[config.mk]
export PLATFORM = sky130hd
export DESIGN_NAME = rpe_exp_cell
export DESIGN_NICKNAME = d
export VERILOG_FILES = /design/src/rtl/rpe_pkg.sv /design/src/rtl/rpe_exp_cell.sv
export SDC_FILE = /design/constraint.sdc
export NUM_CORES = 1
export LEC_CHECK = 0
export BUFFER_PORTS_ARGS = -buffer_cell sky130_fd_sc_hd__buf_4
export CAP_MARGIN = 20
export CORE_UTILIZATION = 50
export DETAILED_ROUTE_END_ITERATION = 10
export PLACE_DENSITY = 0.81
export REMOVE_ABC_BUFFERS = 1
export SYNTH_ARGS = -nofsm -noshare
export SYNTH_HDL_FRONTEND = slang
export SYNTH_SLANG_ARGS = --single-unit
[constraint.sdc]
create_clock -name i_clk -period 17.2 [get_ports i_clk]
set_input_delay 2.58 -clock i_clk [delete_from_list [all_inputs] [get_ports i_clk]]
set_output_delay 2.58 -clock i_clk [all_outputs]
set_load 0.005 [all_outputs]
[src/rtl/rpe_pkg.sv]
// ----------------------------------------------------------------------------
// rpe_pkg
// Shared types, constants and constant functions for the rotary position
// embedding pipeline.
// ----------------------------------------------------------------------------
package rpe_pkg;

    localparam int POS_W     = 16;
    localparam int IDX_W     = 7;
    localparam int HS_W      = 9;
    localparam int HALF_W    = 8;
    localparam int DATA_W    = 32;
    localparam int CFG_W     = 32;
    localparam int CFG_IDX_W = 1;
    localparam int FRAC_W    = 24;
    localparam int DIV_STEPS = 32;
    localparam int NUM_W     = DATA_W + IDX_W;   // log2_theta * pair index
    localparam int M_W       = 33;               // Q0.32 plus the 1.0 value
    localparam int T_W       = 43;
    localparam int P_W       = T_W + POS_W;
    localparam int CW        = 34;               // CORDIC datapath width
    localparam int PROD_W    = DATA_W + CW;
    localparam int ACC_W     = PROD_W + 1;
    localparam int RND_W     = ACC_W - 30;

    localparam int MAX_HEAD_SIZE_DEF  = 256;
    localparam int POSITION_LIMIT_DEF = 65535;
    localparam int CORDIC_STAGES_DEF  = 24;

    localparam logic [CFG_W-1:0] LOG2_THETA_RST = 32'd334396240;
    localparam logic [HS_W-1:0]  HEAD_SIZE_RST  = 9'd128;
    localparam logic [29:0]      INV_TWO_PI_Q32 = 30'd683565275;
    localparam logic [31:0]      CORDIC_START   = 32'h26DD3B6A;

    localparam logic [CFG_IDX_W-1:0] CFG_LOG2_THETA = 1'b0;
    localparam logic [CFG_IDX_W-1:0] CFG_HEAD_SIZE  = 1'b1;

    typedef enum logic [1:0] {
        ST_OK  = 2'd0,
        ST_SAT = 2'd1,
        ST_BAD = 2'd2
    } t_status;

    // sideband carried along every cell of the chain
    typedef struct packed {
        logic                     valid;
        logic                     bad;
        logic [POS_W-1:0]         pos;
        logic signed [DATA_W-1:0] x_first;
        logic signed [DATA_W-1:0] x_second;
    } t_side;

    function automatic logic [63:0] isqrt64(input logic [63:0] x);
        logic [63:0] res;
        logic [63:0] rem;
        logic [63:0] bit_v;
        res   = '0;
        rem   = x;
        bit_v = 64'd1 << 62;
        for (int i = 0; i < 32; i++) begin
            if (bit_v > rem) bit_v = bit_v >> 2;
        end
        for (int i = 0; i < 32; i++) begin
            if (bit_v != 64'd0) begin
                if (rem >= res + bit_v) begin
                    rem = rem - (res + bit_v);
                    res = (res >> 1) + bit_v;
                end else begin
                    res = res >> 1;
                end
                bit_v = bit_v >> 2;
            end
        end
        return res;
    endfunction

    // 2^(-2^-k) in Q0.32, by the repeated square root chain
    function automatic logic [31:0] exp_coef(input int k);
        logic [63:0] c;
        c = isqrt64(64'd1 << 63);
        for (int j = 1; j < FRAC_W; j++) begin
            if (j < k) c = isqrt64(c << 32);
        end
        return c[31:0];
    endfunction

    // atan(2^-i) in units of 2^-32 turn
    function automatic logic [31:0] atan_turn(input int i);
        logic [31:0] v;
        unique case (i)
            0:  v = 32'h20000000;  1:  v = 32'h12E4051E;  2:  v = 32'h09FB385B;
            3:  v = 32'h051111D4;  4:  v = 32'h028B0D43;  5:  v = 32'h0145D7E1;
            6:  v = 32'h00A2F61E;  7:  v = 32'h00517C55;  8:  v = 32'h0028BE53;
            9:  v = 32'h00145F2F;  10: v = 32'h000A2F98;  11: v = 32'h000517CC;
            12: v = 32'h00028BE6;  13: v = 32'h000145F3;  14: v = 32'h0000A2FA;
            15: v = 32'h0000517D;  16: v = 32'h000028BE;  17: v = 32'h0000145F;
            18: v = 32'h00000A30;  19: v = 32'h00000518;  20: v = 32'h0000028C;
            21: v = 32'h00000146;  22: v = 32'h000000A3;  23: v = 32'h00000051;
            24: v = 32'h00000029;  25: v = 32'h00000014;  26: v = 32'h0000000A;
            27: v = 32'h00000005;  28: v = 32'h00000003;  29: v = 32'h00000001;
            30: v = 32'h00000001;
            default: v = 32'h00000000;
        endcase
        return v;
    endfunction

endpackage

[src/rtl/rpe_exp_cell.sv]
// ----------------------------------------------------------------------------
// rpe_exp_cell
// One fraction bit of 2^-f: multiplies by 2^(-2^-K) when bit K is set.
// ----------------------------------------------------------------------------
module rpe_exp_cell #(
    parameter int K = 1
) (
    input  logic                        i_clk,
    input  logic                        i_rst_n,
    input  logic                        i_en,
    input  rpe_pkg::t_side              i_side,
    input  logic [rpe_pkg::DATA_W-1:0]  i_exp,
    input  logic [rpe_pkg::M_W-1:0]     i_m,
    output rpe_pkg::t_side              o_side,
    output logic [rpe_pkg::DATA_W-1:0]  o_exp,
    output logic [rpe_pkg::M_W-1:0]     o_m
);
    import rpe_pkg::*;

    localparam logic [31:0] COEF = exp_coef(K);

    t_side              r_side;
    logic [DATA_W-1:0]  r_exp;
    logic [M_W-1:0]     r_m;
    logic [M_W+31:0]    w_prod;
    logic [M_W-1:0]     n_m;

    always_comb begin
        w_prod = (M_W + 32)'(i_m) * (M_W + 32)'(COEF) + (M_W + 32)'(33'h080000000);
        n_m    = i_exp[FRAC_W - K] ? w_prod[M_W+31:32] : i_m;
    end

    always_ff @(posedge i_clk) begin
        if (!i_rst_n) begin
            r_side.valid <= 1'b0;
        end else if (i_en) begin
            r_side <= i_side;
        end
    end

    always_ff @(posedge i_clk) begin
        if (i_en) begin
            r_exp <= i_exp;
            r_m   <= n_m;
        end
    end

    assign o_side = r_side;
    assign o_exp  = r_exp;
    assign o_m    = r_m;

endmodule

Word level (Yosys, flattened, before mapping)
Cells that the tools add are included.
{"block": "word_totals", "out_inout_bits": 147, "in_bits": 150, "word_cells": 11, "regBits": 147}
{"block": "classes", "n_mul": 1, "n_addsub": 1, "n_reduce_logical": 1, "n_mux": 1}
{"op": "$add A65 B32 Y65 const B", "count": 1}
{"op": "$mul A33 B32 Y65 const B", "count": 1}
{"op": "$mux W33", "count": 1}
{"op": "$reduce_and A2 Y1", "count": 1}

Depth between registers and ports, before layout
{"block": "logic_depth", "ltp_word": 3, "mapped_depth": 26, "depth_no_buf": 25}

Worst setup path after synthesis
Ideal clock, no wire load.
{"block": "synth_timing", "path_kind": "input -> register", "startpoint": "in i_m[6] in the netlist's numbering", "endpoint": "reg r_m[25], in the netlist o_m[25], data pin", "cell_stages": 22, "arrival_ns": 8.768, "setup_ns": 0.260, "t_required_ns": 16.940, "path_slack_ns": 8.172, "path_buffers": 0, "path_cell_list": "ha_1 -> xor2_1 -> ha_1 -> or2_2 -> fa_1 -> inv_1 -> fa_1 -> inv_1 -> fa_1 -> fa_1 -> fa_1 -> fa_1 -> ha_1 -> nand2_1 -> a21o_1 -> a211o_1 -> a2111oi_2 -> a221oi_4 -> o31ai_2 -> a21oi_2 -> xnor2_1 -> mux2_2"}
{"block": "synth_via", "elab_chain_len": 3}
{"element": "start, declared", "line_no": "rpe_exp_cell.sv:13", "rtl": "input logic [rpe_pkg::M_W-1:0] i_m,"}
{"element": "$mul A33 B32 Y65", "line_no": "rpe_exp_cell.sv:29", "rtl": "w_prod = (M_W + 32)'(i_m) * (M_W + 32)'(COEF) + (M_W + 32)'(33'h080000000);"}
{"element": "$add A65 B32 Y65", "line_no": "rpe_exp_cell.sv:29"}
{"element": "$mux W33", "line_no": "rpe_exp_cell.sv:30", "rtl": "n_m = i_exp[FRAC_W - K] ? w_prod[M_W+31:32] : i_m;"}
{"element": "named net n_m[25]", "line_no": "rpe_exp_cell.sv:26", "rtl": "logic [M_W-1:0] n_m;"}
{"element": "end signal, assigned", "line_no": "rpe_exp_cell.sv:44", "rtl": "r_m <= n_m;"}
{"element": "end, declared", "line_no": "rpe_exp_cell.sv:24", "rtl": "logic [M_W-1:0] r_m;"}
The timed path passes the listed nets, and every way through them passes these cells.
A chain may end at the register's enable or synchronous reset.

Final worst setup path
{"block": "layout_timing", "startpoint": "in i_m[13] in the netlist's numbering", "endpoint": "reg r_m[30], in the netlist o_m[30], data pin"}
Same word-level chain as after synthesis.

==> qor.txt <==
Top delay family on crit path = adder cells
critical-path cell list = buf_4, ha_1, ha_1, nand2_1, nand2_1, fa_1, inv_1, fa_1, inv_1, fa_1, fa_1, fa_1, fa_1, ha_1, a21oi_1, o22ai_1, a2111oi_0, o211ai_1, nand4b_1, nand2_1, a31oi_1, xnor2_1, mux2_2
Top FF cell, synth = edfxtp_1
initial antenna violation count = 0
wire per inst = 22.40 microns
count of different cell masters after synthesis = 61
Worst EP arrival = 9.49 ns
Nets = 3292
YS warnings = 0
RSZ-0062 raised after global routing = no
Pre-antenna DRT Iters = 5
Overall Global Routing Usage = 28.87%
Cells after DPL = 2903
clock sink total = 147
Port Buffer Count = 296
DRT iter0 DRCs = 1391
io pins = 297
critical path buffer and inverter count = 3
Async SR Flop Fraction = 0%
Crit Path Category = input pin to register
GP Congestion = 1.007
area grow syn2layout = 15.11%
clk_lat worst skew = 0.39 ns
Setup Skew = 0 ns
Seq/Total Area, Yosys = 19.28%
flops & latches, synth = 147
vias in the first global route = 17467
die area = 0.04655 sq mm
drt total wl = 65720 microns
CTS Buf Count = 17
CP startpoint kind = input pin
worst hold path depth = 2
Max-Cap Viols = 0
die width = 215.8 microns
Max stage delay on crit path = 0.59 ns
Final Util = 58.96%
Max-slew headroom = 31.98%
Routed Antenna Nets = 0
Core ar. = 0.04461 sq mm
Final min period = 9.319 ns
Hold Path End = o_side[81]$_SDFFE_PN0P_
setup bufs post-CTS = 0
Layout fillers = 3624
ant diodes = 0
final instance area = 0.02630 sq mm
fmax = 107.3 MHz
slowest CP cell = a2111oi_0
Cell Area, Placed = 0.02573 sq mm
first-pass GRT wire length = 101300 microns
max-slew violations = 0
Final setup viols = 0
EDFF count, synth = 146
via/cell ratio = 5.506
r2r endpoint = o_side[81]$_SDFFE_PN0P_
DR vias = 16156
CTS clk-pin slew, worst paths = 0.07 ns
maximum clock path buffer count = 2
Post-Layout Cell Count = 2934
worst-path maximum fanout = 11
CP required = 17.37 ns
r2r startpoint = o_side[81]$_SDFFE_PN0P_
FP Rows = 77
CTS tree = yes
Hold Path Class = register to register
CTS resizes = 0
status = completed
initial core utilization = 51.22%
FF-to-FF path depth = 2
post-synthesis cell area = 0.02285 sq mm
CTS Hold Bufs = 0
Tcrit/Tclk final = 54.18%
htree depth = 4
total grt overflow = 0
hold_sp = o_side[81]$_SDFFE_PN0P_
dpl hpwl = 56360 microns
Worst Tran Pin Value = 1.020 ns
Die Ht = 215.8 microns
final setup TNS = 0 ns
most frequent cells in the layout = inv_1 (509), ha_1 (440), fa_1 (372)
Gate Count Post-Synth = 2037
fraction of layout cells with a size suffix above 1 = 15.54%
most common cell after layout, fill and taps aside = inv_1
# DRC = 0
final hold viol count = 0
Setup crit end kind = register
CP most frequent cell = fa_1
CTS root buf = clkbuf_16
R2R Setup Slk = 16.57 ns
largest net degree at the start of global routing = 82
syn_area_per_cell = 11.22 sq um
[worst max path at each step]
| stage | startpoint | endpoint | cells past startpoint |
|---|---|---|---|
| 2_1_floorplan | i_m[6] | o_m[25]$_DFFE_PP_ | 22 |
| 3_3_place_gp | i_m[6] | o_m[25]$_DFFE_PP_ | 23 |
| 3_5_place_dp | i_m[13] | o_m[30]$_DFFE_PP_ | 23 |
| 4_1_cts | i_m[13] | o_m[30]$_DFFE_PP_ | 23 |
| 5_1_grt | i_m[10] | o_m[30]$_DFFE_PP_ | 23 |
| 6_report | i_m[13] | o_m[30]$_DFFE_PP_ | 23 |
[per-stage QoR]
| step | setup slack, ns | hold slack, ns |
|---|---|---|
| after floorplan | 8.175 | 0.5073 |
| after global placement | 7.615 | 0.5162 |
| after detailed placement | 7.543 | 0.5500 |
| after CTS | 7.955 | 0.5638 |
| after global routing | 7.495 | 0.5876 |
| final | 7.881 | 0.5632 |
[cell type report]
class | instances | area (sq um) | share of cell area, %
clock inverters | 14 | 145.1 | 0.5519
inverters | 510 | 1914 | 7.279
well taps | 592 | 740.7 | 2.816
multi-input cells | 1357 | 16440 | 62.51
repair buffers | 297 | 2230 | 8.478
flip-flops and latches | 147 | 4404 | 16.75
clock buffers | 17 | 425.4 | 1.618
[synthesized netlist by cell type, types with 8 or more instances]
| master | number | area (sq um) |
|---|---|---|
| clkbuf_1 | 20 | 75.07 |
| nand4_1 | 20 | 125.1 |
| o21ai_0 | 35 | 175.2 |
| a21oi_1 | 83 | 415.4 |
| fa_1 | 372 | 7447 |
| nor2_1 | 38 | 142.6 |
| xnor2_1 | 35 | 306.5 |
| o21bai_1 | 11 | 82.58 |
| nand2_1 | 77 | 289.0 |
| and2_1 | 21 | 131.4 |
| inv_1 | 509 | 1911 |
| o211ai_1 | 9 | 67.56 |
| a21o_1 | 33 | 247.7 |
| xor2_1 | 46 | 402.9 |
| a31oi_1 | 8 | 50.05 |
| edfxtp_1 | 146 | 4384 |
| nor2b_1 | 9 | 56.30 |
| mux2_2 | 18 | 202.7 |
| ha_1 | 440 | 5505 |
| o21a_1 | 8 | 60.06 |
[registers in the layout, summed over array words and instances (netlist names)]
name,flops
o_m,33
o_side,82
o_exp,32
[worst register-to-register path, stage by stage, from the launching register on]
cell	delay (ns)
dfxtp_1	0.32
mux2i_1	0.14
nor2b_1	0.06
[cells by family (layout without fill, tap and decap cells)]
logic type / after synthesis / after routing / synth area share, %
fa+ha+maj: 812 / 812 / 56.69
buf+inv: 533 / 838 / 8.773
compound gates: 232 / 232 / 6.572
simple gates: 210 / 210 / 4.496
flops: 147 / 147 / 19.28
xor+xnor: 81 / 81 / 3.105
mux: 22 / 22 / 1.084
[routing by layer]
layer  GRT usage, %  vias to the layer above  wire (microns)
met5              0                        -               0
met2          46.73                      696           30360
met4          8.676                        0            2089
li1               -                     7189               -
met1          39.50                     8158           28020
met3          5.285                      113            5236
Power is left out: the tool's default activity adds up to more than one toggle a clock period on the data nets, which glitch-free logic cannot reach.
