## src/rtl/rpe_pkg.sv

```systemverilog
// ----------------------------------------------------------------------------
// rpe_pkg
// Shared types, constants and constant functions for the rotary position
// embedding pipeline.
// ----------------------------------------------------------------------------
package rpe_pkg;

    localparam int POS_W     = 16;
    localparam int IDX_W     = 7;
    localparam int HS_W      = 9;
    localparam int HALF_W    = 8;
    localparam int DATA_W    = 32;
    localparam int CFG_W     = 32;
    localparam int CFG_IDX_W = 1;
    localparam int FRAC_W    = 24;
    localparam int DIV_STEPS = 32;
    localparam int NUM_W     = DATA_W + IDX_W;   // log2_theta * pair index
    localparam int M_W       = 33;               // Q0.32 plus the 1.0 value
    localparam int T_W       = 43;
    localparam int P_W       = T_W + POS_W;
    localparam int CW        = 34;               // CORDIC datapath width
    localparam int PROD_W    = DATA_W + CW;
    localparam int ACC_W     = PROD_W + 1;
    localparam int RND_W     = ACC_W - 30;

    localparam int MAX_HEAD_SIZE_DEF  = 256;
    localparam int POSITION_LIMIT_DEF = 65535;
    localparam int CORDIC_STAGES_DEF  = 24;

    localparam logic [CFG_W-1:0] LOG2_THETA_RST = 32'd334396240;
    localparam logic [HS_W-1:0]  HEAD_SIZE_RST  = 9'd128;
    localparam logic [29:0]      INV_TWO_PI_Q32 = 30'd683565275;
    localparam logic [31:0]      CORDIC_START   = 32'h26DD3B6A;

    localparam logic [CFG_IDX_W-1:0] CFG_LOG2_THETA = 1'b0;
    localparam logic [CFG_IDX_W-1:0] CFG_HEAD_SIZE  = 1'b1;

    typedef enum logic [1:0] {
        ST_OK  = 2'd0,
        ST_SAT = 2'd1,
        ST_BAD = 2'd2
    } t_status;

    // sideband carried along every cell of the chain
    typedef struct packed {
        logic                     valid;
        logic                     bad;
        logic [POS_W-1:0]         pos;
        logic signed [DATA_W-1:0] x_first;
        logic signed [DATA_W-1:0] x_second;
    } t_side;

    function automatic logic [63:0] isqrt64(input logic [63:0] x);
        logic [63:0] res;
        logic [63:0] rem;
        logic [63:0] bit_v;
        res   = '0;
        rem   = x;
        bit_v = 64'd1 << 62;
        for (int i = 0; i < 32; i++) begin
            if (bit_v > rem) bit_v = bit_v >> 2;
        end
        for (int i = 0; i < 32; i++) begin
            if (bit_v != 64'd0) begin
                if (rem >= res + bit_v) begin
                    rem = rem - (res + bit_v);
                    res = (res >> 1) + bit_v;
                end else begin
                    res = res >> 1;
                end
                bit_v = bit_v >> 2;
            end
        end
        return res;
    endfunction

    // 2^(-2^-k) in Q0.32, by the repeated square root chain
    function automatic logic [31:0] exp_coef(input int k);
        logic [63:0] c;
        c = isqrt64(64'd1 << 63);
        for (int j = 1; j < FRAC_W; j++) begin
            if (j < k) c = isqrt64(c << 32);
        end
        return c[31:0];
    endfunction

    // atan(2^-i) in units of 2^-32 turn
    function automatic logic [31:0] atan_turn(input int i);
        logic [31:0] v;
        unique case (i)
            0:  v = 32'h20000000;  1:  v = 32'h12E4051E;  2:  v = 32'h09FB385B;
            3:  v = 32'h051111D4;  4:  v = 32'h028B0D43;  5:  v = 32'h0145D7E1;
            6:  v = 32'h00A2F61E;  7:  v = 32'h00517C55;  8:  v = 32'h0028BE53;
            9:  v = 32'h00145F2F;  10: v = 32'h000A2F98;  11: v = 32'h000517CC;
            12: v = 32'h00028BE6;  13: v = 32'h000145F3;  14: v = 32'h0000A2FA;
            15: v = 32'h0000517D;  16: v = 32'h000028BE;  17: v = 32'h0000145F;
            18: v = 32'h00000A30;  19: v = 32'h00000518;  20: v = 32'h0000028C;
            21: v = 32'h00000146;  22: v = 32'h000000A3;  23: v = 32'h00000051;
            24: v = 32'h00000029;  25: v = 32'h00000014;  26: v = 32'h0000000A;
            27: v = 32'h00000005;  28: v = 32'h00000003;  29: v = 32'h00000001;
            30: v = 32'h00000001;
            default: v = 32'h00000000;
        endcase
        return v;
    endfunction

endpackage

```

## src/rtl/rpe_cordic_cell.sv

```systemverilog
// ----------------------------------------------------------------------------
// rpe_cordic_cell
// One rotation-mode CORDIC micro-rotation by atan(2^-STAGE).
// ----------------------------------------------------------------------------
module rpe_cordic_cell #(
    parameter int STAGE = 0
) (
    input  logic                           i_clk,
    input  logic                           i_rst_n,
    input  logic                           i_en,
    input  rpe_pkg::t_side                 i_side,
    input  logic                           i_flip,
    input  logic signed [rpe_pkg::CW-1:0]  i_x,
    input  logic signed [rpe_pkg::CW-1:0]  i_y,
    input  logic signed [rpe_pkg::CW-1:0]  i_z,
    output rpe_pkg::t_side                 o_side,
    output logic                           o_flip,
    output logic signed [rpe_pkg::CW-1:0]  o_x,
    output logic signed [rpe_pkg::CW-1:0]  o_y,
    output logic signed [rpe_pkg::CW-1:0]  o_z
);
    import rpe_pkg::*;

    localparam logic signed [CW-1:0] ANGLE = CW'(atan_turn(STAGE));

    t_side                r_side;
    logic                 r_flip;
    logic signed [CW-1:0] r_x;
    logic signed [CW-1:0] r_y;
    logic signed [CW-1:0] r_z;
    logic signed [CW-1:0] n_x;
    logic signed [CW-1:0] n_y;
    logic signed [CW-1:0] n_z;

    always_comb begin
        if (!i_z[CW-1]) begin
            n_x = i_x - (i_y >>> STAGE);
            n_y = i_y + (i_x >>> STAGE);
            n_z = i_z - ANGLE;
        end else begin
            n_x = i_x + (i_y >>> STAGE);
            n_y = i_y - (i_x >>> STAGE);
            n_z = i_z + ANGLE;
        end
    end

    always_ff @(posedge i_clk) begin
        if (!i_rst_n) begin
            r_side.valid <= 1'b0;
        end else if (i_en) begin
            r_side <= i_side;
        end
    end

    always_ff @(posedge i_clk) begin
        if (i_en) begin
            r_flip <= i_flip;
            r_x    <= n_x;
            r_y    <= n_y;
            r_z    <= n_z;
        end
    end

    assign o_side = r_side;
    assign o_flip = r_flip;
    assign o_x    = r_x;
    assign o_y    = r_y;
    assign o_z    = r_z;

endmodule

```

## config.mk

```make
export PLATFORM = sky130hd
export DESIGN_NAME = rpe_cordic_cell
export DESIGN_NICKNAME = d
export VERILOG_FILES = /design/src/rtl/rpe_pkg.sv /design/src/rtl/rpe_cordic_cell.sv
export SDC_FILE = /design/constraint.sdc
export NUM_CORES = 1
export LEC_CHECK = 0
export BUFFER_PORTS_ARGS = -buffer_cell sky130_fd_sc_hd__buf_2
export CORE_UTILIZATION = 47
export DETAILED_ROUTE_END_ITERATION = 6
export HOLD_SLACK_MARGIN = 0.02
export PLACE_DENSITY = 0.78
export SYNTH_ARGS = -nofsm -noshare
export SYNTH_HDL_FRONTEND = slang
export SYNTH_SLANG_ARGS = --single-unit
```

## constraint.sdc

```tcl
create_clock -name i_clk -period 3.1 [get_ports i_clk]
set_clock_uncertainty 0.15 [all_clocks]
set_input_delay 0.465 -clock i_clk [delete_from_list [all_inputs] [get_ports i_clk]]
set_output_delay 0.465 -clock i_clk [all_outputs]
set_load 0.05 [all_outputs]
```

Word-level counts from Yosys, hierarchy flattened
Cells that the tools add are included.
{"block": "word_totals", "register_bits": 185, "inputBits": 188, "elab_cells": 18}
{"block": "classes", "add_sub_neg": 5, "mux": 3, "reduce_logical": 1}
{"cell": "$mux W34", "count": 3}
{"cell": "$sub A34 B34 Y34", "count": 2}
{"cell": "$add A34 B31 Y34 const B", "count": 1}
{"cell": "$add A34 B34 Y34", "count": 1}
{"cell": "$sub A34 B31 Y34 const B", "count": 1}
{"cell": "$reduce_and A2 Y1", "count": 1}

Logic depth before layout (Yosys ltp)
Gate-level depths: netlist of run 1.
{"block": "depth", "word_depth": 2, "ltp_mapped": 13, "depth_no_buf": 12}

Least setup slack after synthesis of run 1
OpenSTA, ideal clock, no wires.
{"block": "synth_timing", "path_kind": "in2reg", "start": "input i_x[13] in the netlist's numbering", "end": "register r_x[30], in the netlist o_x[30] (data pin)", "t_arrival_ps": 2681, "t_required_ps": 2691, "path_slack_ps": 10, "path_stages": 12, "cell_sequence": "inv_1 -> ha_1 -> buf_4 -> nand2b_1 -> a221oi_2 -> or4_4 -> a211o_1 -> a21oi_4 -> o31ai_2 -> a311o_1 -> a21oi_1 -> xnor2_1"}
{"block": "synth_between", "elab_chain_cells": 2, "elab_cells_between_ends": 3, "cone_classes": "add/sub: 2; mux: 1"}
{"item": "start: declaration", "line_no": "rpe_cordic_cell.sv:13", "rtl": "input logic signed [rpe_pkg::CW-1:0] i_x,"}
{"item": "$sub A34 B34 Y34 or $add A34 B34 Y34 (tied branches)", "line_no": "rpe_cordic_cell.sv:37, rpe_cordic_cell.sv:41"}
{"item": "$mux W34 *", "line_no": "rpe_cordic_cell.sv:36", "rtl": "if (!i_z[CW-1]) begin"}
{"item": "named net n_x[30]", "line_no": "rpe_cordic_cell.sv:31", "rtl": "logic signed [CW-1:0] n_x;"}
{"item": "end signal: assignment", "line_no": "rpe_cordic_cell.sv:58", "rtl": "r_x <= n_x;"}
{"item": "end: declaration", "line_no": "rpe_cordic_cell.sv:28", "rtl": "logic signed [CW-1:0] r_x;"}
The timed path passes the listed nets; every way through them passes the cells marked *.
A chain may end at the register's enable or synchronous reset.

Worst setup path in the final report of run 1
{"block": "layout_timing", "start": "input i_x[14] in the netlist's numbering", "end": "register r_x[31], in the netlist o_x[31] (data pin)"}
Same word-level chain as after synthesis.

==> impl_metrics.env, run 1 <==
export IMPL_vias_per_cell=5.55
export IMPL_vias=11100
export IMPL_violations="design-rule violations"
export IMPL_cts_tree="done"
export IMPL_coreArea_sq_um=23800
export IMPL_finalSetupViolCount=0
export IMPL_maxSlewHeadroom_pct=58.7
export IMPL_hold_violations=0
export IMPL_synth_async_reset_ratio_pct=0
export IMPL_cp_arrival_ps=3050
export IMPL_cts_max_path_buffers=2
export IMPL_first_pass_iters=7
export IMPL_die_h_microns=158
export IMPL_nFillCells=1914
export IMPL_initial_core_util_pct=48.4
export IMPL_synth_cell_types=64
export IMPL_cts_hold_buffers=0
export IMPL_cellPowerDensity_nw_per_um2=539
export IMPL_antenna_found_initial=5
export IMPL_syn_to_final_growth_pct=39.4
export IMPL_die_area_sq_um=25100
export IMPL_place_ws_ps=-872
export IMPL_syn_nets=1400
export IMPL_p_leak_nw=7.28
export IMPL_drt_total_wl_mm=40.3
export IMPL_netlist_instances=1105
export IMPL_tightest_slew_ps=612
export IMPL_grt_overflow_total=0
export IMPL_numCtsBuffers=17
export IMPL_clock_latency_ps=430
export IMPL_rsz0062_at_grt="yes"
export IMPL_drtIter0Drc=1108
export IMPL_nets=1960
export IMPL_ys_seq_area_share_pct=47.9
export IMPL_first_global_vias=10700
export IMPL_max_cap_viol_count=0
export IMPL_ys_ff_latch=184
export IMPL_yosysTopAreaCellShare_pct=47.8
export IMPL_cp_start_kind="input pin"
export IMPL_path_clk_slew_ps=80
export IMPL_syn_avg_cell_area_sq_um=10.4
export IMPL_slew_violations=0
export IMPL_yosysTopAreaCell="edfxtp_1"
export IMPL_synth_area_sq_um=11500
export IMPL_setup_slack_ps=82.0
export IMPL_outcome="finished, violations left"
export IMPL_postLayoutCoreUtil_pct=67.5
export IMPL_synth_edf_count=183
export IMPL_wl_per_cell_microns=20.1
export IMPL_place_area_sq_um=15200
export IMPL_fin_area_sq_um=16000
export IMPL_synth_ff_type="edfxtp_1"
export IMPL_drive_above_1_share_pct=39.5
export IMPL_ant_nets=0
export IMPL_rows=56
export IMPL_crit_fanout=7
export IMPL_cts_htree_levels=4
export IMPL_portBuffers=372
export IMPL_hold_class="in2reg"
export IMPL_criticalPathCategory="in2reg"
export IMPL_drc=1
export IMPL_yosys_warnings=0
export IMPL_ctsRootBufferMaster="clkbuf_16"
export IMPL_vdd_ir_drop_max_uv=366
export IMPL_io_pins=373
export IMPL_synth_top_cells_by_area="edfxtp_1, ha_1, a21oi_1"
export IMPL_dieWidth_microns=158
export IMPL_finalPower_mw=8.64
export IMPL_ff_latch_area_sq_um=5520
export IMPL_fin_crit_sh_pct=97.4
export IMPL_gp_congestion=0.958
export IMPL_grt_max_degree=104
export IMPL_worstPathRequired_ps=3130
export IMPL_grt_usage_pct=31.5
export IMPL_fmax_ghz=0.331
export IMPL_cp_end_kind="flop"
export IMPL_multiInputGateArea_sq_um=5510
export IMPL_dp_hpwl_mm=32.3
export IMPL_grt_pass1_wl_mm=59.1
export IMPL_min_period_ps=3020
export IMPL_cts_sinks=184
==> kinds of logic (layout without fill, tap and decap cells) <==
kind of cell	after synthesis	count (layout)	share of synthesized area [%]
AO/OA/AOI/OAI	362	362	19.7
XOR/XNOR	66	66	5.02
adder cells (fa/ha/maj)	107	107	11.9
buffers and inverters	157	730	5.25
flip-flops	184	184	47.9
multiplexers	12	12	1.05
other	0	4	0
AND/OR/NAND/NOR	217	217	9.11
==> power breakdown <==
part | total [mW] | leakage (nW) | switching [mW] | internal, mW
sequential | 3.17 | 1.77 | 0.0917 | 3.08
clock | 2.35 | 0.310 | 1.15 | 1.20
combinational | 3.12 | 5.20 | 2.10 | 1.02
==> path summary, 6_finish.rpt <==
kind,start,to,slack (ps),cells after the start
setup reg to reg,o_side[81],o_side[81],2340,2
hold / removal,i_z[9],o_z[9],50,1
hold reg to reg,o_side[81],o_side[81],400,2
setup / recovery,i_x[14],o_x[31],80,12
==> state kept, by name (all words and copies together) (netlist names) <==
name	cells
o_side	82
o_x	34
o_z	34
o_y	33
o_flip	1
==> layout make-up <==
type                            count  area share [%]
Clock buffer                       17            2.65
Tap cell                          319            2.49
Clock inverter                     15            1.36
Antenna cell                        4          0.0624
Sequential cell                   184            34.4
Timing Repair Buffer              589            22.1
Inverter                          109            2.55
Multi-Input combinational cell    764            34.4
==> synthesized netlist by cell type (3+ instances only) <==
master and n:
edfxtp_1 183, a21oi_1 123, inv_1 104, ha_1 103, o21ai_0 89, nor2_1 71, xnor2_1 59, nand2_1 34
o21bai_1 29, clkbuf_1 28, nor3_1 25, nand3_1 20, a21o_1 17, a211oi_1 14, nand2b_1 13, nor2b_1 13
buf_1 12, o211ai_1 12, a31oi_1 11, mux2i_1 11, nor4_1 11, o31ai_1 9, nand4_1 8, xor2_1 7
and2_1 6, buf_2 6, o21a_1 6, or3_1 6, a211o_1 5, a21boi_0 5, o22ai_1 5, clkinv_1 4
fa_1 4, or2_2 4, a221o_1 3, a41oi_1 3, o311ai_0 3, o41ai_1 3
==> critical path, stage by stage <==
cell	delay, ps
buf_2	100
inv_1	40
ha_2	370
nand2_1	110
or4_4	590
nor4_4	360
o211ai_1	260
nand4b_1	210
nand3_1	110
a31oi_1	210
a31oi_1	80
xnor2_1	150
==> cells in the final DEF, fill, tap and decap left out, drive strengths merged, types with 29 or more instances in the layout <==
cell type  count
buf          589
edfxtp       183
a21oi        124
inv          114
ha           103
o21ai         89
nor2          71
xnor2         59
nand2         34
o21bai        29
==> through the flow <==
step           std cells  hold slack (ps)  TNS [ps]
3_5_place_dp        1962              375    -13870
3_3_place_gp        1962              346    -12240
2_1_floorplan       1105              414         0
5_1_grt             2001             25.2     -75.0
4_1_cts             1995             35.1     -10.6
6_report            2001             47.1         0
==> layer usage <==
layer  up-vias  GRT usage, %  share of wire [%]
li1       5144             -                  -
met4         0          16.8                4.3
met3        95          5.55                7.9
met5         -             0                  0
met1      5307          38.1                 39
met2       567          53.6                 49
==> what timing repair did <==
action	CTS	global route
setup endpoints to repair	8	26
gates resized for setup	5	29
buffers inserted	1	2
pin swaps	3	10
Power figures use the tool's default switching activity.
==> run 2: changes to the inputs <==
--- a/config.mk
+++ b/config.mk
@@ -5,11 +5,13 @@
 export SDC_FILE = /design/constraint.sdc
 export NUM_CORES = 1
 export LEC_CHECK = 0
+export ABC_AREA = 1
 export BUFFER_PORTS_ARGS = -buffer_cell sky130_fd_sc_hd__buf_2
-export CORE_UTILIZATION = 47
+export CORE_UTILIZATION = 48
+export CTS_CLUSTER_DIAMETER = 40
 export DETAILED_ROUTE_END_ITERATION = 6
 export HOLD_SLACK_MARGIN = 0.02
-export PLACE_DENSITY = 0.78
+export PLACE_DENSITY = 0.77
 export SYNTH_ARGS = -nofsm -noshare
 export SYNTH_HDL_FRONTEND = slang
 export SYNTH_SLANG_ARGS = --single-unit
==> impl_metrics.env, run 2 <==
export IMPL_final_cell_mix="nand2_1, buf_2, inv_1"
export IMPL_coreArea_sq_um=26900
export IMPL_rsz0062_at_grt="no"
export IMPL_initial_core_util_pct=48.8
export IMPL_yosysTopAreaCell="edfxtp_1"
export IMPL_setup_slack_ps=518
export IMPL_crit_chain="buf_2, inv_1, ha_1, nand2_1, nor2_1, nand2_1, nand2_1, nand2_1, nand2_1, nand2_1, nand2_1, nand2_1, nand3_1, nand2_1"
export IMPL_min_period_ps=2580
export IMPL_critPathSlowestCell="ha_1"
export IMPL_synth_most_common_cell="nand2_1"
export IMPL_ys_ff_latch=184
export IMPL_synth_edf_count=183
export IMPL_worstPathRequired_ps=3150
export IMPL_yosysTopAreaCellShare_pct=41.9
export IMPL_maxSlewHeadroom_pct=46.9
export IMPL_syn_avg_cell_area_sq_um=8.20
export IMPL_critPathBufInv=2
export IMPL_fin_setup_tns_ps=0
export IMPL_hold_class="in2reg"
export IMPL_ff_latch_area_sq_um=5520
export IMPL_netlist_instances=1601
export IMPL_first_pass_iters=6
export IMPL_ys_seq_area_share_pct=42.0
export IMPL_portBuffers=372
export IMPL_multiInputGateArea_sq_um=6500
export IMPL_clock_latency_ps=430
export IMPL_grt_usage_pct=32.8
export IMPL_cts_sinks=184
export IMPL_finalSetupViolCount=0
export IMPL_place_ws_ps=108
export IMPL_p_leak_nw=7.64
export IMPL_drive_above_1_share_pct=25.7
export IMPL_cellPowerDensity_nw_per_um2=520
export IMPL_cts_resized=0
export IMPL_outcome="complete, no violations"
export IMPL_cts_htree_levels=4
export IMPL_crit_fanout=12
export IMPL_die_area_sq_um=28000
export IMPL_slew_violations=0
export IMPL_io_pins=373
export IMPL_grt_pass1_wl_mm=69.7
export IMPL_cpLargestDelayFamily="simple AND/OR/NAND/NOR gates"
export IMPL_drt_total_wl_mm=45.7
export IMPL_cts_hold_buffers=0
export IMPL_gp_congestion=0.986
export IMPL_vias_per_cell=5.47
export IMPL_fmax_ghz=0.387
export IMPL_antenna_found_initial=4
export IMPL_dp_hpwl_mm=37.2
export IMPL_cts_tree="done"
export IMPL_criticalPathCategory="in2reg"
export IMPL_synth_common_cells="nand2_1, inv_1, edfxtp_1"
export IMPL_first_global_vias=12400
export IMPL_cpMostUsedCell="nand2_1"
export IMPL_final_common_cell="nand2_1"
export IMPL_ant_nets=0
export IMPL_largest_reg_flops=82
export IMPL_tightest_slew_ps=796
export IMPL_synth_cell_types=47
export IMPL_cp_arrival_ps=2630
export IMPL_nFillCells=2516
export IMPL_finalPower_mw=8.24
export IMPL_vdd_ir_drop_max_uv=336
export IMPL_synth_area_sq_um=13100
export IMPL_grt_max_degree=82
export IMPL_cp_end_kind="flop"
export IMPL_drc=0
export IMPL_postCtsSetupBuffers=0
export IMPL_path_clk_slew_ps=80
export IMPL_hold_violations=0
export IMPL_numCtsBuffers=17
export IMPL_syn_nets=1896
export IMPL_ctsRootBufferMaster="clkbuf_16"
export IMPL_synth_async_reset_ratio_pct=0
export IMPL_timing_hold_ws_ps=37.2
export IMPL_cp_start_kind="input pin"
export IMPL_fin_crit_sh_pct=83.3
export IMPL_grt_overflow_total=0
export IMPL_dieWidth_microns=167
export IMPL_vias=12700
export IMPL_nets=2262
export IMPL_synth_ff_type="edfxtp_1"
export IMPL_rows=60
export IMPL_yosys_warnings=0
export IMPL_wl_per_cell_microns=19.7
export IMPL_cts_max_path_buffers=2
export IMPL_synth_top_cells_by_area="edfxtp_1, nand2_1, ha_1"
export IMPL_syn_to_final_growth_pct=20.8
export IMPL_critPathMaxStageDelay_ps=620
export IMPL_drtIter0Drc=1240
export IMPL_max_cap_viol_count=0
export IMPL_die_h_microns=167
## run 2: where the power goes
group / internal [mW] / switching [mW]
sequential: 3.04 / 0.0618
clock: 1.08 / 1.12
combinational: 0.746 / 2.20
## run 2: final timing paths
kind / startpoint / end / slack [ps] / cells after the start
max reg2reg: o_side[81] / o_side[81] / 2330 / 2
min reg2reg: o_side[81] / o_side[81] / 380 / 2
min: i_z[6] / o_z[6] / 40 / 1
max: i_x[6] / o_x[32] / 520 / 14
## run 2: cell type report
| cell class | count | area share [%] |
|---|---|---|
| Sequential cell | 184 | 34.8 |
| Tap cell | 341 | 2.69 |
| Clock inverter | 14 | 0.994 |
| Inverter | 207 | 4.90 |
| Multi-Input combinational cell | 1164 | 41.0 |
| Antenna cell | 2 | 0.0316 |
| Timing Repair Buffer | 393 | 12.9 |
| Clock buffer | 18 | 2.71 |
## run 2: kinds of logic (layout without fill, tap and decap cells)
family	after synthesis	count (layout)	synth area share (%)
AOI/OAI and AO/OA	279	279	12.1
xor gates and xnor gates	27	27	1.80
adders and majority gates	107	107	10.4
buffers and inverters	253	632	8.48
DFF	184	184	42.0
muxes	2	2	0.153
other	0	2	0
and+or+nand+nor	749	749	25.0
## run 2: through the flow
step	utilization, %	cells	cell area [sq um]
after floorplan	-	1601	13100
after global placement	56.8	2289	15300
after detailed placement	56.8	2289	15300
after CTS	59.0	2321	15900
after global routing	59.0	2323	15900
final	59.0	2323	15900
## run 2: metal layers
metal  global-route usage [%]  share of wire, %
met1                     40.4                40
met2                     56.8                49
met3                     6.88               8.1
met4                     11.0               2.8
met5                        0             0.050
## run 2: worst register-to-register path, delay by kind of cell, from the launching register on
| family | cells | cell delay [ps] |
|---|---|---|
| flip-flops | 1 | 310 |
| AO/OA/AOI/OAI | 2 | 200 |
