$ cat src/rtl/rpe_pkg.sv
// ----------------------------------------------------------------------------
// rpe_pkg
// Shared types, constants and constant functions for the rotary position
// embedding pipeline.
// ----------------------------------------------------------------------------
package rpe_pkg;

    localparam int POS_W     = 16;
    localparam int IDX_W     = 7;
    localparam int HS_W      = 9;
    localparam int HALF_W    = 8;
    localparam int DATA_W    = 32;
    localparam int CFG_W     = 32;
    localparam int CFG_IDX_W = 1;
    localparam int FRAC_W    = 24;
    localparam int DIV_STEPS = 32;
    localparam int NUM_W     = DATA_W + IDX_W;   // log2_theta * pair index
    localparam int M_W       = 33;               // Q0.32 plus the 1.0 value
    localparam int T_W       = 43;
    localparam int P_W       = T_W + POS_W;
    localparam int CW        = 34;               // CORDIC datapath width
    localparam int PROD_W    = DATA_W + CW;
    localparam int ACC_W     = PROD_W + 1;
    localparam int RND_W     = ACC_W - 30;

    localparam int MAX_HEAD_SIZE_DEF  = 256;
    localparam int POSITION_LIMIT_DEF = 65535;
    localparam int CORDIC_STAGES_DEF  = 24;

    localparam logic [CFG_W-1:0] LOG2_THETA_RST = 32'd334396240;
    localparam logic [HS_W-1:0]  HEAD_SIZE_RST  = 9'd128;
    localparam logic [29:0]      INV_TWO_PI_Q32 = 30'd683565275;
    localparam logic [31:0]      CORDIC_START   = 32'h26DD3B6A;

    localparam logic [CFG_IDX_W-1:0] CFG_LOG2_THETA = 1'b0;
    localparam logic [CFG_IDX_W-1:0] CFG_HEAD_SIZE  = 1'b1;

    typedef enum logic [1:0] {
        ST_OK  = 2'd0,
        ST_SAT = 2'd1,
        ST_BAD = 2'd2
    } t_status;

    // sideband carried along every cell of the chain
    typedef struct packed {
        logic                     valid;
        logic                     bad;
        logic [POS_W-1:0]         pos;
        logic signed [DATA_W-1:0] x_first;
        logic signed [DATA_W-1:0] x_second;
    } t_side;

    function automatic logic [63:0] isqrt64(input logic [63:0] x);
        logic [63:0] res;
        logic [63:0] rem;
        logic [63:0] bit_v;
        res   = '0;
        rem   = x;
        bit_v = 64'd1 << 62;
        for (int i = 0; i < 32; i++) begin
            if (bit_v > rem) bit_v = bit_v >> 2;
        end
        for (int i = 0; i < 32; i++) begin
            if (bit_v != 64'd0) begin
                if (rem >= res + bit_v) begin
                    rem = rem - (res + bit_v);
                    res = (res >> 1) + bit_v;
                end else begin
                    res = res >> 1;
                end
                bit_v = bit_v >> 2;
            end
        end
        return res;
    endfunction

    // 2^(-2^-k) in Q0.32, by the repeated square root chain
    function automatic logic [31:0] exp_coef(input int k);
        logic [63:0] c;
        c = isqrt64(64'd1 << 63);
        for (int j = 1; j < FRAC_W; j++) begin
            if (j < k) c = isqrt64(c << 32);
        end
        return c[31:0];
    endfunction

    // atan(2^-i) in units of 2^-32 turn
    function automatic logic [31:0] atan_turn(input int i);
        logic [31:0] v;
        unique case (i)
            0:  v = 32'h20000000;  1:  v = 32'h12E4051E;  2:  v = 32'h09FB385B;
            3:  v = 32'h051111D4;  4:  v = 32'h028B0D43;  5:  v = 32'h0145D7E1;
            6:  v = 32'h00A2F61E;  7:  v = 32'h00517C55;  8:  v = 32'h0028BE53;
            9:  v = 32'h00145F2F;  10: v = 32'h000A2F98;  11: v = 32'h000517CC;
            12: v = 32'h00028BE6;  13: v = 32'h000145F3;  14: v = 32'h0000A2FA;
            15: v = 32'h0000517D;  16: v = 32'h000028BE;  17: v = 32'h0000145F;
            18: v = 32'h00000A30;  19: v = 32'h00000518;  20: v = 32'h0000028C;
            21: v = 32'h00000146;  22: v = 32'h000000A3;  23: v = 32'h00000051;
            24: v = 32'h00000029;  25: v = 32'h00000014;  26: v = 32'h0000000A;
            27: v = 32'h00000005;  28: v = 32'h00000003;  29: v = 32'h00000001;
            30: v = 32'h00000001;
            default: v = 32'h00000000;
        endcase
        return v;
    endfunction

endpackage

$ cat src/rtl/rpe_div_cell.sv
// ----------------------------------------------------------------------------
// rpe_div_cell
// One restoring division step: produces one quotient bit of the exponent.
// ----------------------------------------------------------------------------
module rpe_div_cell (
    input  logic                        i_clk,
    input  logic                        i_rst_n,
    input  logic                        i_en,
    input  rpe_pkg::t_side              i_side,
    input  logic [rpe_pkg::HALF_W-1:0]  i_div,
    input  logic [rpe_pkg::HALF_W-1:0]  i_rem,
    input  logic [rpe_pkg::DATA_W-1:0]  i_num,
    output rpe_pkg::t_side              o_side,
    output logic [rpe_pkg::HALF_W-1:0]  o_div,
    output logic [rpe_pkg::HALF_W-1:0]  o_rem,
    output logic [rpe_pkg::DATA_W-1:0]  o_num
);
    import rpe_pkg::*;

    t_side              r_side;
    logic [HALF_W-1:0]  r_div;
    logic [HALF_W-1:0]  r_rem;
    logic [DATA_W-1:0]  r_num;
    logic [HALF_W:0]    w_trial;
    logic               w_ge;
    logic [HALF_W-1:0]  n_rem;

    always_comb begin
        w_trial = {i_rem, i_num[DATA_W-1]};
        w_ge    = w_trial >= {1'b0, i_div};
        // remainder stays below the divisor, so it fits HALF_W bits
        n_rem   = w_ge ? HALF_W'(w_trial - {1'b0, i_div}) : w_trial[HALF_W-1:0];
    end

    always_ff @(posedge i_clk) begin
        if (!i_rst_n) begin
            r_side.valid <= 1'b0;
        end else if (i_en) begin
            r_side <= i_side;
        end
    end

    always_ff @(posedge i_clk) begin
        if (i_en) begin
            r_div <= i_div;
            r_rem <= n_rem;
            r_num <= {i_num[DATA_W-2:0], w_ge};
        end
    end

    assign o_side = r_side;
    assign o_div  = r_div;
    assign o_rem  = r_rem;
    assign o_num  = r_num;

endmodule

$ cat config.mk
export PLATFORM = sky130hd
export DESIGN_NAME = rpe_div_cell
export DESIGN_NICKNAME = d
export VERILOG_FILES = /design/src/rtl/rpe_pkg.sv /design/src/rtl/rpe_div_cell.sv
export SDC_FILE = /design/constraint.sdc
export NUM_CORES = 1
export LEC_CHECK = 0
export BUFFER_PORTS_ARGS = -buffer_cell sky130_fd_sc_hd__buf_2
export CAP_MARGIN = 5
export CORE_MARGIN = 4
export CORE_UTILIZATION = 35
export CTS_BUF_LIST = sky130_fd_sc_hd__clkbuf_8
export CTS_CLUSTER_DIAMETER = 50
export CTS_CLUSTER_SIZE = 12
export DETAILED_ROUTE_END_ITERATION = 6
export PLACE_DENSITY = 0.74
export SETUP_SLACK_MARGIN = 0.4
export SYNTH_ARGS = -nofsm -noshare
export SYNTH_HDL_FRONTEND = slang
export SYNTH_SLANG_ARGS = --single-unit
$ cat constraint.sdc
create_clock -name i_clk -period 2.64 [get_ports i_clk]
set_input_delay 0.264 -clock i_clk [delete_from_list [all_inputs] [get_ports i_clk]]
set_output_delay 0.264 -clock i_clk [all_outputs]
set_load 0.01 [all_outputs]
== Word-level counts from Yosys, hierarchy flattened ==
Cells that the tools add are included.
Word-level totals
  memories kept: 0
  bits in writable memories: 0
  register bits: 130
  ROM bits: 0
  input port bits: 133
  latch bits: 0
  word-level logic and storage cells: 12
  output and inout port bits: 130
Cells by class
  shift-type cells: 0
  bitwise gates (word level): 0
  order comparisons: 1
  equality and inequality tests: 0
  $add $sub $neg: 1
  divide/modulo/power cells: 0
  reduce and logical (&&, ||, !) cells: 1
  mux-type cells: 1
  multiply operators: 0
Operator list (number)
  >= comparator 9 x 8 -> 1 bit: 1
  2-to-1 mux 8 bit: 1
  subtractor 8 bit: 1
  AND reduction 2 bit: 1

== Depth between registers and ports, before layout ==
Gate-level depths: netlist of run 1.
  depth after elaboration: 2
  gate-level depth with buffers: 9
  mapped depth without buffers: 8

== Least setup slack after synthesis of run 1 ==
No wires, ideal clock.
  path kind: input port to flip-flop
  start: input i_en
  end: register r_side (netlist bit o_side[0]), enable pin
  stages on the path: 1
  buffers on the path: 0
  data required time: 2.192 ns
  setup slack: 0.043 ns
  library setup time: 0.448 ns
  data arrival time: 2.149 ns
  path through: and2_1
Between the ends
  word-level cells in the longest chain between the ends: 1
RTL lines
  start, declared: line rpe_div_cell.sv:8  | input logic i_en,
  AND reduction 2 bit (no source line)
  end signal, assigned: line rpe_div_cell.sv:39  | r_side <= i_side;
  end, declared: line rpe_div_cell.sv:20  | t_side r_side;
No other way between the ends.
A chain may end at the register's enable or synchronous reset.

== Worst setup path in the final report of run 1 ==
  start: input i_div[6] (netlist name)
  end: register r_rem[2], in the netlist o_rem[2] (data pin)
Between the ends
  word-level cells in the longest chain between the ends: 2
RTL lines
  start, declared: line rpe_div_cell.sv:10  | input logic [rpe_pkg::HALF_W-1:0] i_div,
  >= comparator 9 x 8 -> 1 bit: line rpe_div_cell.sv:30  | w_ge = w_trial >= {1'b0, i_div};
  2-to-1 mux 8 bit: line rpe_div_cell.sv:32  | n_rem = w_ge ? HALF_W'(w_trial - {1'b0, i_div}) : w_trial[HALF_W-1:0];
  net n_rem[2]: line rpe_div_cell.sv:26  | logic [HALF_W-1:0] n_rem;
  end signal, assigned: line rpe_div_cell.sv:46  | r_rem <= n_rem;
  end, declared: line rpe_div_cell.sv:22  | logic [HALF_W-1:0] r_rem;
The timed path passes the listed nets, and every way through them passes these cells.

==> results of run 1 <==
flip-flops by register name, summed over array words and instances (netlist names):
register and cells:
o_side 82, o_num 32, o_div 8, o_rem 8
per-layer routing:
metal | vias up | global-route usage | part of all wire
met1 | 1683 | 0.2068 | 0.36
met3 | 17 | 0.08138 | 0.094
met4 | 0 | 0.06941 | 0.013
met5 | - | 0 | 0
li1 | 1584 | - | -
met2 | 209 | 0.3678 | 0.54
cell families after synthesis:
logic type | count (synthesis)
AND/OR/NAND/NOR | 17
flip-flops | 130
adder cells (fa/ha/maj) | 9
multiplexers | 9
XOR/XNOR | 3
buffers and inverters | 14
AO/OA/AOI/OAI | 17
through the flow:
stage	hold slack, ns	setup WS [ns]	power [mW]	instance area, um2	utilization
finish	0.08317	0.6326	5.072	7631	0.6249
global route	0.04727	0.5875	5.286	7631	0.6249
CTS	0.003155	0.7120	5.108	7621	0.6241
detailed placement	0.4421	0.2295	3.071	5992	0.4907
global placement	0.4411	0.2984	3.054	5992	0.4907
floorplan	0.3629	0.5797	2.763	4457	-
report_power, final:
group	internal, mW	switching [mW]	leakage, nW
Sequential	2.45	0.0428	1.24
Clock	1.12	0.771	0.222
Combinational	0.361	0.332	1.83
Total	3.93	1.15	3.29
worst max path at each step:
stage	startpoint	to	slack, ns	cells after the start
5_1_grt	i_div[5]	o_rem[0]	0.59	9
4_1_cts	i_div[6]	o_rem[5]	0.71	7
3_3_place_gp	i_div[6]	o_rem[6]	0.30	7
6_report	i_div[6]	o_rem[2]	0.63	7
3_5_place_dp	i_div[6]	o_rem[7]	0.23	7
2_1_floorplan	i_div[6]	o_rem[2]	0.58	7
placed cells by master (no fill, tap or decap), types with 3 or more instances in the layout:
cell type | Yosys | routed
nor2_1 | 4 | 4
dlygate4sd3_1 | 0 | 119
edfxtp_1 | 129 | 129
ha_1 | 8 | 8
bufinv_16 | 0 | 5
xnor2_1 | 3 | 3
mux2i_1 | 3 | 3
nor3_1 | 3 | 3
clkinv_4 | 0 | 3
mux2_4 | 6 | 6
clkinv_1 | 0 | 3
buf_2 | 0 | 262
clkbuf_8 | 0 | 17
inv_1 | 12 | 12
area by class of cell:
| cell class | instances | area share |
|---|---|---|
| Clock inverter | 15 | 0.02804 |
| Tap cell | 168 | 0.02755 |
| Sequential cell | 130 | 0.5102 |
| Multi-Input combinational cell | 55 | 0.06509 |
| Clock buffer | 17 | 0.03066 |
| Timing Repair Buffer | 384 | 0.3325 |
| Inverter | 12 | 0.005903 |
==> metrics.cfg, run 1 <==
[outcome]
outcome=finished clean

[worst_setup_path]
crit_slowest_cell=o21a_1
critical_path.endpoint_type=register
worstPathMaxFanout=7
worst-r2r-cell-count=2
critPathBufInv=2
r2r-end=o_side[81]
cpLargestDelayFamily=compound AO/OA/AOI/OAI gates
crit_path_cell_chain=buf_2, inv_1, ha_1, a21o_1, a2111oi_2, o21a_1, mux2_4
timing.critical_path.from_type=input port
regToRegSetupSlack_ns=2.04
cp_data_required_time_ns=2.82
worstPathArrival_ns=2.19
kind_of_critical_path=in2reg
timing.rr.start=o_side[81]
delay_of_the_slowest_cell_on_the_worst_path_ns=0.44

[layout]
insertedDiodeCount=0
regArea_um2=3894
syn_to_final_growth_pct=71.27
multi_input_comb_area_um2=496.7
nFillCells=922
num-nets-final=742
layout-drive-gt1-share=0.4976
finish.cell_count_without_fillers=781

[sta]
final-max-slew-violation-count=0
tightestPinTransition_ns=0.6153
finClkSkew_ns=0
final_hold_viol_count=0
final.setup.tns_ns=0
max_freq_mhz=498.2
timing.slew.headroom=0.5898
finalCriticalPeriod_ns=2.007
final.period_utilization=0.7604
unrepaired_setup_endpoints_after_global_routing=false
finalSetupViolCount=0

[cts]
tritoncts.num_buffers=17
clk_transition_reported_paths_ns=0.07
clock-root-buffer=clkbuf_8
max-clock-path-buffers=2
clock_latency_ns=0.42
hold_buffers=118
cts_post_setup_buffers_inserted=0
cts.htree.levels=4
post_cts_resized=0
clock-sinks=130
cts_tree=yes

[flow_run]
max_cap_violations=0

[synthesis]
synth.ff_latch_count=130
syn-instance-count=199
synthMuxAreaShare=0.02696
syn-mean-instance-area_um2=22.39
synth_area_leader_cell=edfxtp_1
synth_common_cells=edfxtp_1 (129), inv_1 (12), ha_1 (8)
synth_top_family_by_area=compound AO/OA/AOI/OAI gates
synth_compound_area_frac=0.03117
xor_xnor_share_of_the_synthesized_area=0.005897
yosysSeqAreaShare=0.8739
synthesis.area_um2=4456
synth_most_common_cell=edfxtp_1
synth_adder_area_share=0.02696
synth_top_cells_by_area=edfxtp_1 (87%), ha_1 (2.2%), mux2_4 (2.0%)
edff_count_synth=129
syn_nets=341
yosys.area_share.simple=0.01994
yosys_warnings=0
post_synth_num_cell_types=31
ys_async_sr_fraction=0
synthFlopType=edfxtp_1
area_share_of_the_largest_cell_type_after_synthesis=0.8694

[worst_hold_path]
worst_min_path_class=in2reg
hold_depth=1
hold_path_end=o_div[1]
worstHoldStart=i_div[1]

[die]
num_rows=40
floorplan.initialDensity=0.3649
dieArea_um2=14600
die-width_um=120.8
design.portCount=263
core-area_um2=12210
die_height_um=120.8

[placement]
dp.cells=630
port_buffers=262
finalWeightedCongestion=0.8636
dp_hpwl_um=9281

[grt]
groute.usage.overall=0.2013
grt_pass1_wl_um=21770
grt_max_degree=64
grt_overflow=0
number_of_antenna_violations_at_the_first_check_in_global_routing=0
first_global_vias=3910

[detailed_routing]
drt-pass1-iter-count=4
drt-initial-drc-count=231
drcViolationCount=0
routed_wirelength_um=14600
routed_via_count=3493
antenna_left=0
via_per_instance_ratio=4.472
wl_per_cell_um=18.70

[power]
power.density_nw_per_um2=664.7
static-leakage-power_nw=3.289
vdd_drop_max_mv=0.3516

No activity file was read; power rests on OpenSTA's default activity.
==> run 2: changes to the inputs <==
- ABC_AREA: default -> 1
- PLACE_DENSITY: 0.74 -> 0.71
- clock period: 2.64 -> 2.1 ns (I/O delays scaled with it)
==> metrics.cfg, run 2 <==
[outcome]
outcome=finished clean

[synthesis]
synthMuxAreaShare=0  ; -0.02696
synth_adder_area_share=0.02640  ; -0.0005561
yosysSeqAreaShare=0.8559  ; -0.01803
edff_count_synth=129  ; unchanged
syn-mean-instance-area_um2=18.72  ; -16%
yosys_warnings=0  ; unchanged
synth_compound_area_frac=0.004400  ; -0.02677
synth_area_leader_cell=edfxtp_1
synth_common_cells=edfxtp_1 (129), nand2_1 (28), inv_1 (22)
synth.ff_latch_count=130  ; unchanged
xor_xnor_share_of_the_synthesized_area=0.005776  ; -0.0001216
yosys.area_share.simple=0.08691  ; +0.06697
synth_most_common_cell=edfxtp_1
synth_top_family_by_area=simple AND/OR/NAND/NOR gates
area_share_of_the_largest_cell_type_after_synthesis=0.8515  ; -0.01793
synthesis.area_um2=4549  ; +2.1%
post_synth_num_cell_types=22  ; -29%
synthFlopType=edfxtp_1
syn-instance-count=243  ; +22%
syn_nets=385  ; +13%
ys_async_sr_fraction=0  ; unchanged
synth_top_cells_by_area=edfxtp_1 (85%), nand2_1 (2.3%), ha_1 (2.2%)

[sta]
final-max-slew-violation-count=0  ; unchanged
finClkSkew_ns=0  ; unchanged
fin_worst_hold_slack_ns=0.1143  ; +0.03110 ns
tightestPinTransition_ns=0.4089  ; -0.2064 ns
final_hold_viol_count=0  ; unchanged
final.period_utilization=0.6358
finalSetupViolCount=0  ; unchanged
max_freq_mhz=748.9
finalCriticalPeriod_ns=1.335
timing.slew.headroom=0.7274  ; +0.1376
final.setup.tns_ns=0  ; unchanged
unrepaired_setup_endpoints_after_global_routing=false

[layout]
syn_to_final_growth_pct=69.25
most_used_cells_in_the_layout_excluding_fill_and_tap_cells=buf_2 (262), edfxtp_1 (129), dlygate4sd3_1 (121)
nFillCells=942  ; +2.2%
largest_register_ffs=82  ; unchanged
layout_commonest_cell=buf_2
insertedDiodeCount=0  ; unchanged
num-nets-final=791  ; +6.6%
layout-drive-gt1-share=0.4902  ; -0.007387

[placement]
port_buffers=262  ; unchanged
finalWeightedCongestion=0.8268  ; -4.3%
dp_hpwl_um=9479  ; +2.1%

[power]
power.density_nw_per_um2=765.6  ; +15%
static-leakage-power_nw=3.376  ; +2.7%
vdd_drop_max_mv=0.3415  ; -2.9%

[flow_run]
max_cap_violations=0  ; unchanged

[cts]
clk_transition_reported_paths_ns=0.07  ; about the same
max-clock-path-buffers=2  ; unchanged
post_cts_resized=0  ; unchanged
clock-sinks=130  ; unchanged
cts_tree=yes
cts_post_setup_buffers_inserted=0  ; unchanged
clock-root-buffer=clkbuf_8
clock_latency_ns=0.41  ; about the same
tritoncts.num_buffers=17  ; unchanged
cts.htree.levels=4  ; unchanged

[worst_hold_path]
worst_min_path_class=in2reg

[worst_setup_path]
worstPathArrival_ns=1.51  ; -0.68 ns
cp_data_required_time_ns=2.27  ; -0.55 ns
worstPathMaxFanout=9  ; +2
kind_of_critical_path=in2reg
critical_path.endpoint_type=register
timing.critical_path.from_type=input port

[grt]
first_global_vias=3939  ; +0.74%
groute.usage.overall=0.1915  ; -0.009749
number_of_antenna_violations_at_the_first_check_in_global_routing=0  ; unchanged
grt_pass1_wl_um=21130  ; -2.9%
grt_max_degree=65  ; +1.6%
grt_overflow=0  ; unchanged

[detailed_routing]
via_per_instance_ratio=4.311  ; -3.6%
antenna_left=0  ; unchanged
drcViolationCount=0  ; unchanged
drt-pass1-iter-count=4  ; unchanged
routed_wirelength_um=14270  ; -2.3%
wl_per_cell_um=17.13  ; -8.4%
routed_via_count=3591  ; +2.8%
drt-initial-drc-count=196  ; -15%

[die]
design.portCount=263  ; unchanged
die_height_um=122.0  ; +0.98%
dieArea_um2=14890  ; +2.0%
core-area_um2=12670  ; +3.8%
die-width_um=122.0  ; +0.98%
floorplan.initialDensity=0.3590  ; -0.005816
num_rows=41  ; +2.5%

## run 2: final cells by class
| class | instances | area [um2] | share of cell area |
|---|---|---|---|
| Multi-Input combinational cell | 88 | 578.1 | 0.07507 |
| Clock inverter | 14 | 116.4 | 0.01511 |
| Clock buffer | 17 | 234.0 | 0.03039 |
| Sequential cell | 130 | 3894 | 0.5057 |
| Tap cell | 172 | 215.2 | 0.02795 |
| Timing Repair Buffer | 387 | 2565 | 0.3331 |
| Inverter | 25 | 97.59 | 0.01267 |
## run 2: cell families after synthesis
kind of cell / count (synthesis)
simple gates: 72
flops: 130
compound gates: 4
buf+inv: 25
xor+xnor: 3
fa+ha+maj: 9
## run 2: final timing paths
| check | startpoint | to | slack [ns] | depth (start not counted) |
|---|---|---|---|---|
| max | i_div[6] | o_rem[7] | 0.76 | 11 |
| min | i_rst_n | o_side[81] | 0.11 | 3 |
| max reg2reg | o_side[81] | o_side[81] | 1.45 | 2 |
| min reg2reg | o_side[81] | o_side[81] | 0.56 | 2 |
## run 2: where the power goes
| group | internal (mW) | total [mW] | leakage [nW] | switching [mW] |
|---|---|---|---|---|
| Clock | 0.921 | 1.88 | 0.175 | 0.958 |
| Sequential | 3.08 | 3.13 | 1.24 | 0.0564 |
| Combinational | 0.439 | 0.883 | 1.96 | 0.443 |
## run 2: repair_timing
action,4_1_cts,5_1_grt
endpoints found under the hold margin,121,0
endpoints found under the setup margin,0,0
hold buffers,121,0
## run 2: through the flow
stage / power (mW) / utilization / setup WS, ns / instance area (um2) / instances
finish: 5.895 / 0.6077 / 0.7648 / 7700 / 833
global route: 6.195 / 0.6077 / 0.6566 / 7700 / 833
CTS: 5.947 / 0.6077 / 0.8210 / 7700 / 833
detailed placement: 3.883 / 0.4844 / 0.3386 / 6138 / 681
global placement: 3.866 / 0.4844 / 0.3884 / 6138 / 681
floorplan: 3.481 / - / 0.2904 / 4569 / 243
## run 2: per-layer routing
layer / vias up / share of wire / GRT usage
met2: 196 / 0.51 / 0.3422
li1: 1689 / - / -
met5: - / 0 / 0
met3: 18 / 0.11 / 0.07196
met1: 1688 / 0.36 / 0.2056
met4: 0 / 0.020 / 0.07283
## run 2: worst max-delay path, stage by stage
cell	delay (ns)
buf_2	0.09
inv_1	0.04
ha_1	0.35
nand2_1	0.09
nand2_1	0.06
nand2_1	0.07
nand2_2	0.06
nor2_4	0.27
nand2_8	0.12
nand2_2	0.09
nand2_2	0.04
==> run 3: changes to the inputs <==
- clock period: 2.1 -> 1.4 ns (I/O delays scaled with it)
==> metrics.cfg, run 3 (same netlist as run 2, synthesis figures left out) <==
[sta]
unrepaired_setup_endpoints_after_global_routing=true
finClkSkew_ns=0  ; unchanged
timing.slew.headroom=0.7865  ; +0.05915
tightestPinTransition_ns=0.3195  ; -0.08948 ns
final.period_utilization=0.8163
finalSetupViolCount=0  ; unchanged
max_freq_mhz=875.0
final-max-slew-violation-count=0  ; unchanged
finalCriticalPeriod_ns=1.143
final_hold_viol_count=0  ; unchanged
final_worst_setup_slack_ns=0.2572  ; -0.5076 ns

[layout]
multi_input_comb_area_um2=817.0  ; +41%
nFillCells=885  ; -6.1%
syn_to_final_growth_pct=82.98
most_used_cells_in_the_layout_excluding_fill_and_tap_cells=buf_2 (247), edfxtp_1 (129), dlygate4sd3_1 (122)
finish.cell_count_without_fillers=863  ; +3.6%
largest_register_ffs=82  ; unchanged
insertedDiodeCount=0  ; unchanged
regArea_um2=3895  ; about the same
num-nets-final=820  ; +3.7%
layout-drive-gt1-share=0.5485  ; +0.05831
final_core_utilization=0.6570  ; +0.04927
finish.instance_area_um2=8324  ; +8.1%
layout_commonest_cell=buf_2

[grt]
grt_pass1_wl_um=22160  ; +4.9%
groute.usage.overall=0.2013  ; +0.009735
grt_max_degree=51  ; -22%
number_of_antenna_violations_at_the_first_check_in_global_routing=0  ; unchanged
first_global_vias=4190  ; +6.4%
grt_overflow=0  ; unchanged

[worst_setup_path]
cpLargestDelayFamily=flip-flops
critPathBufInv=1  ; -1
regToRegSetupSlack_ns=0.75  ; -0.70 ns
crit_path_cell_chain=buf_2
critical_path.endpoint_type=output pin
worstPathMaxFanout=1  ; -8
timing.critical_path.from_type=register
crit_slowest_cell=edfxtp_1
delay_of_the_slowest_cell_on_the_worst_path_ns=0.42  ; +0.07 ns
worstPathArrival_ns=1.00  ; -0.51 ns
kind_of_critical_path=reg2out
cp_data_required_time_ns=1.26  ; -1.01 ns

[detailed_routing]
via_per_instance_ratio=4.373  ; +1.4%
routed_wirelength_um=15380  ; +7.8%
antenna_left=0  ; unchanged
drt-pass1-iter-count=4  ; unchanged
routed_via_count=3774  ; +5.1%
drcViolationCount=0  ; unchanged
drt-initial-drc-count=230  ; +17%
wl_per_cell_um=17.83  ; +4.0%

[placement]
port_buffers=262  ; unchanged
dp.cells=699  ; +2.6%
placed_cell_area_um2=6366  ; +3.7%
place_ws_ns=-0.1954  ; -0.5341 ns
dp_hpwl_um=9814  ; +3.5%
finalWeightedCongestion=0.8353  ; +1.0%

[cts]
max-clock-path-buffers=2  ; unchanged
clock-sinks=130  ; unchanged
cts_tree=yes
clock_latency_ns=0.42  ; about the same
clk_transition_reported_paths_ns=0.07  ; about the same
clock-root-buffer=clkbuf_8
tritoncts.num_buffers=17  ; unchanged
cts.htree.levels=4  ; unchanged

[power]
sequentialPowerShare=0.487  ; -0.044
power_switching_share=0.2386  ; -0.008841
vdd_drop_max_mv=0.7155  ; +110%
p_int_mw=7.352  ; +66%
static-leakage-power_nw=3.620  ; +7.2%
share_of_power_burned_in_combinational_logic=0.163  ; +0.013
pwr-share-clk=0.350  ; +0.031
power.switching_mw=2.303  ; +58%
power.density_nw_per_um2=1160  ; +52%

[die]
design.portCount=263  ; unchanged
floorplan.initialDensity=0.3590  ; unchanged
dieArea_um2=14890  ; unchanged
num_rows=41  ; unchanged
core-area_um2=12670  ; unchanged
die-width_um=122.0  ; unchanged
die_height_um=122.0  ; unchanged

[flow_run]
max_cap_violations=0  ; unchanged

[outcome]
outcome=finished clean

[worst_hold_path]
worst_min_path_class=in2reg

[run 3: power groups by stage]
stage                     Clock (mW)  Combinational (mW)  Sequential, mW
after floorplan                    0               0.301            4.94
after global placement             0                1.11            4.77
after detailed placement           0                1.13            4.77
after CTS                       3.45                1.49            4.69
after global routing            3.66                1.69            4.73
final                           3.38                1.57            4.71
[run 3: worst reg2reg max path: stages (launching register included)]
cell and delay [ns]:
dfxtp_2 0.32, o21ai_0 0.16, a21oi_1 0.05
[run 3: layout make-up]
type | count | share of cell area
clock buffers | 17 | 0.02811
clock inverters | 15 | 0.02300
inverters | 25 | 0.01233
multi-input cells | 91 | 0.09815
flip-flops and latches | 130 | 0.4679
well taps | 172 | 0.02585
repair buffers | 413 | 0.3447
[run 3: worst paths after layout]
| path | startpoint | endpoint | cells after the start |
|---|---|---|---|
| min | i_rem[5] | o_rem[6] | 4 |
| min reg2reg | o_side[81] | o_side[81] | 2 |
| max | o_rem[3] | o_rem[3] | 1 |
| max reg2reg | o_side[81] | o_side[81] | 2 |
[run 3: stage by stage]
| step | total power [mW] | setup TNS, ns | hold WS [ns] |
|---|---|---|---|
| floorplan | 5.242 | -27.51 | 0.2335 |
| global placement | 5.879 | -1.216 | 0.3172 |
| detailed placement | 5.907 | -1.576 | 0.3185 |
| CTS | 9.636 | 0 | 0.09416 |
| global route | 10.07 | 0 | 0.1173 |
| finish | 9.655 | 0 | 0.1381 |
[run 3: metal layers]
metal  global-route usage  part of all wire  up-vias
met5                    0                 0        -
met4              0.07913             0.025        0
met3              0.07335              0.10       30
met2               0.3633              0.52      201
met1               0.2131              0.35     1788
li1                     -                 -     1755
[run 3: repair_timing]
item	4_1_cts	5_1_grt
endpoints found under the hold margin	121	0
setup endpoints to repair	139	139
buffers inserted	4	3
cloned	3	0
pin swaps	20	16
resized for setup	32	22
hold buffers	122	0
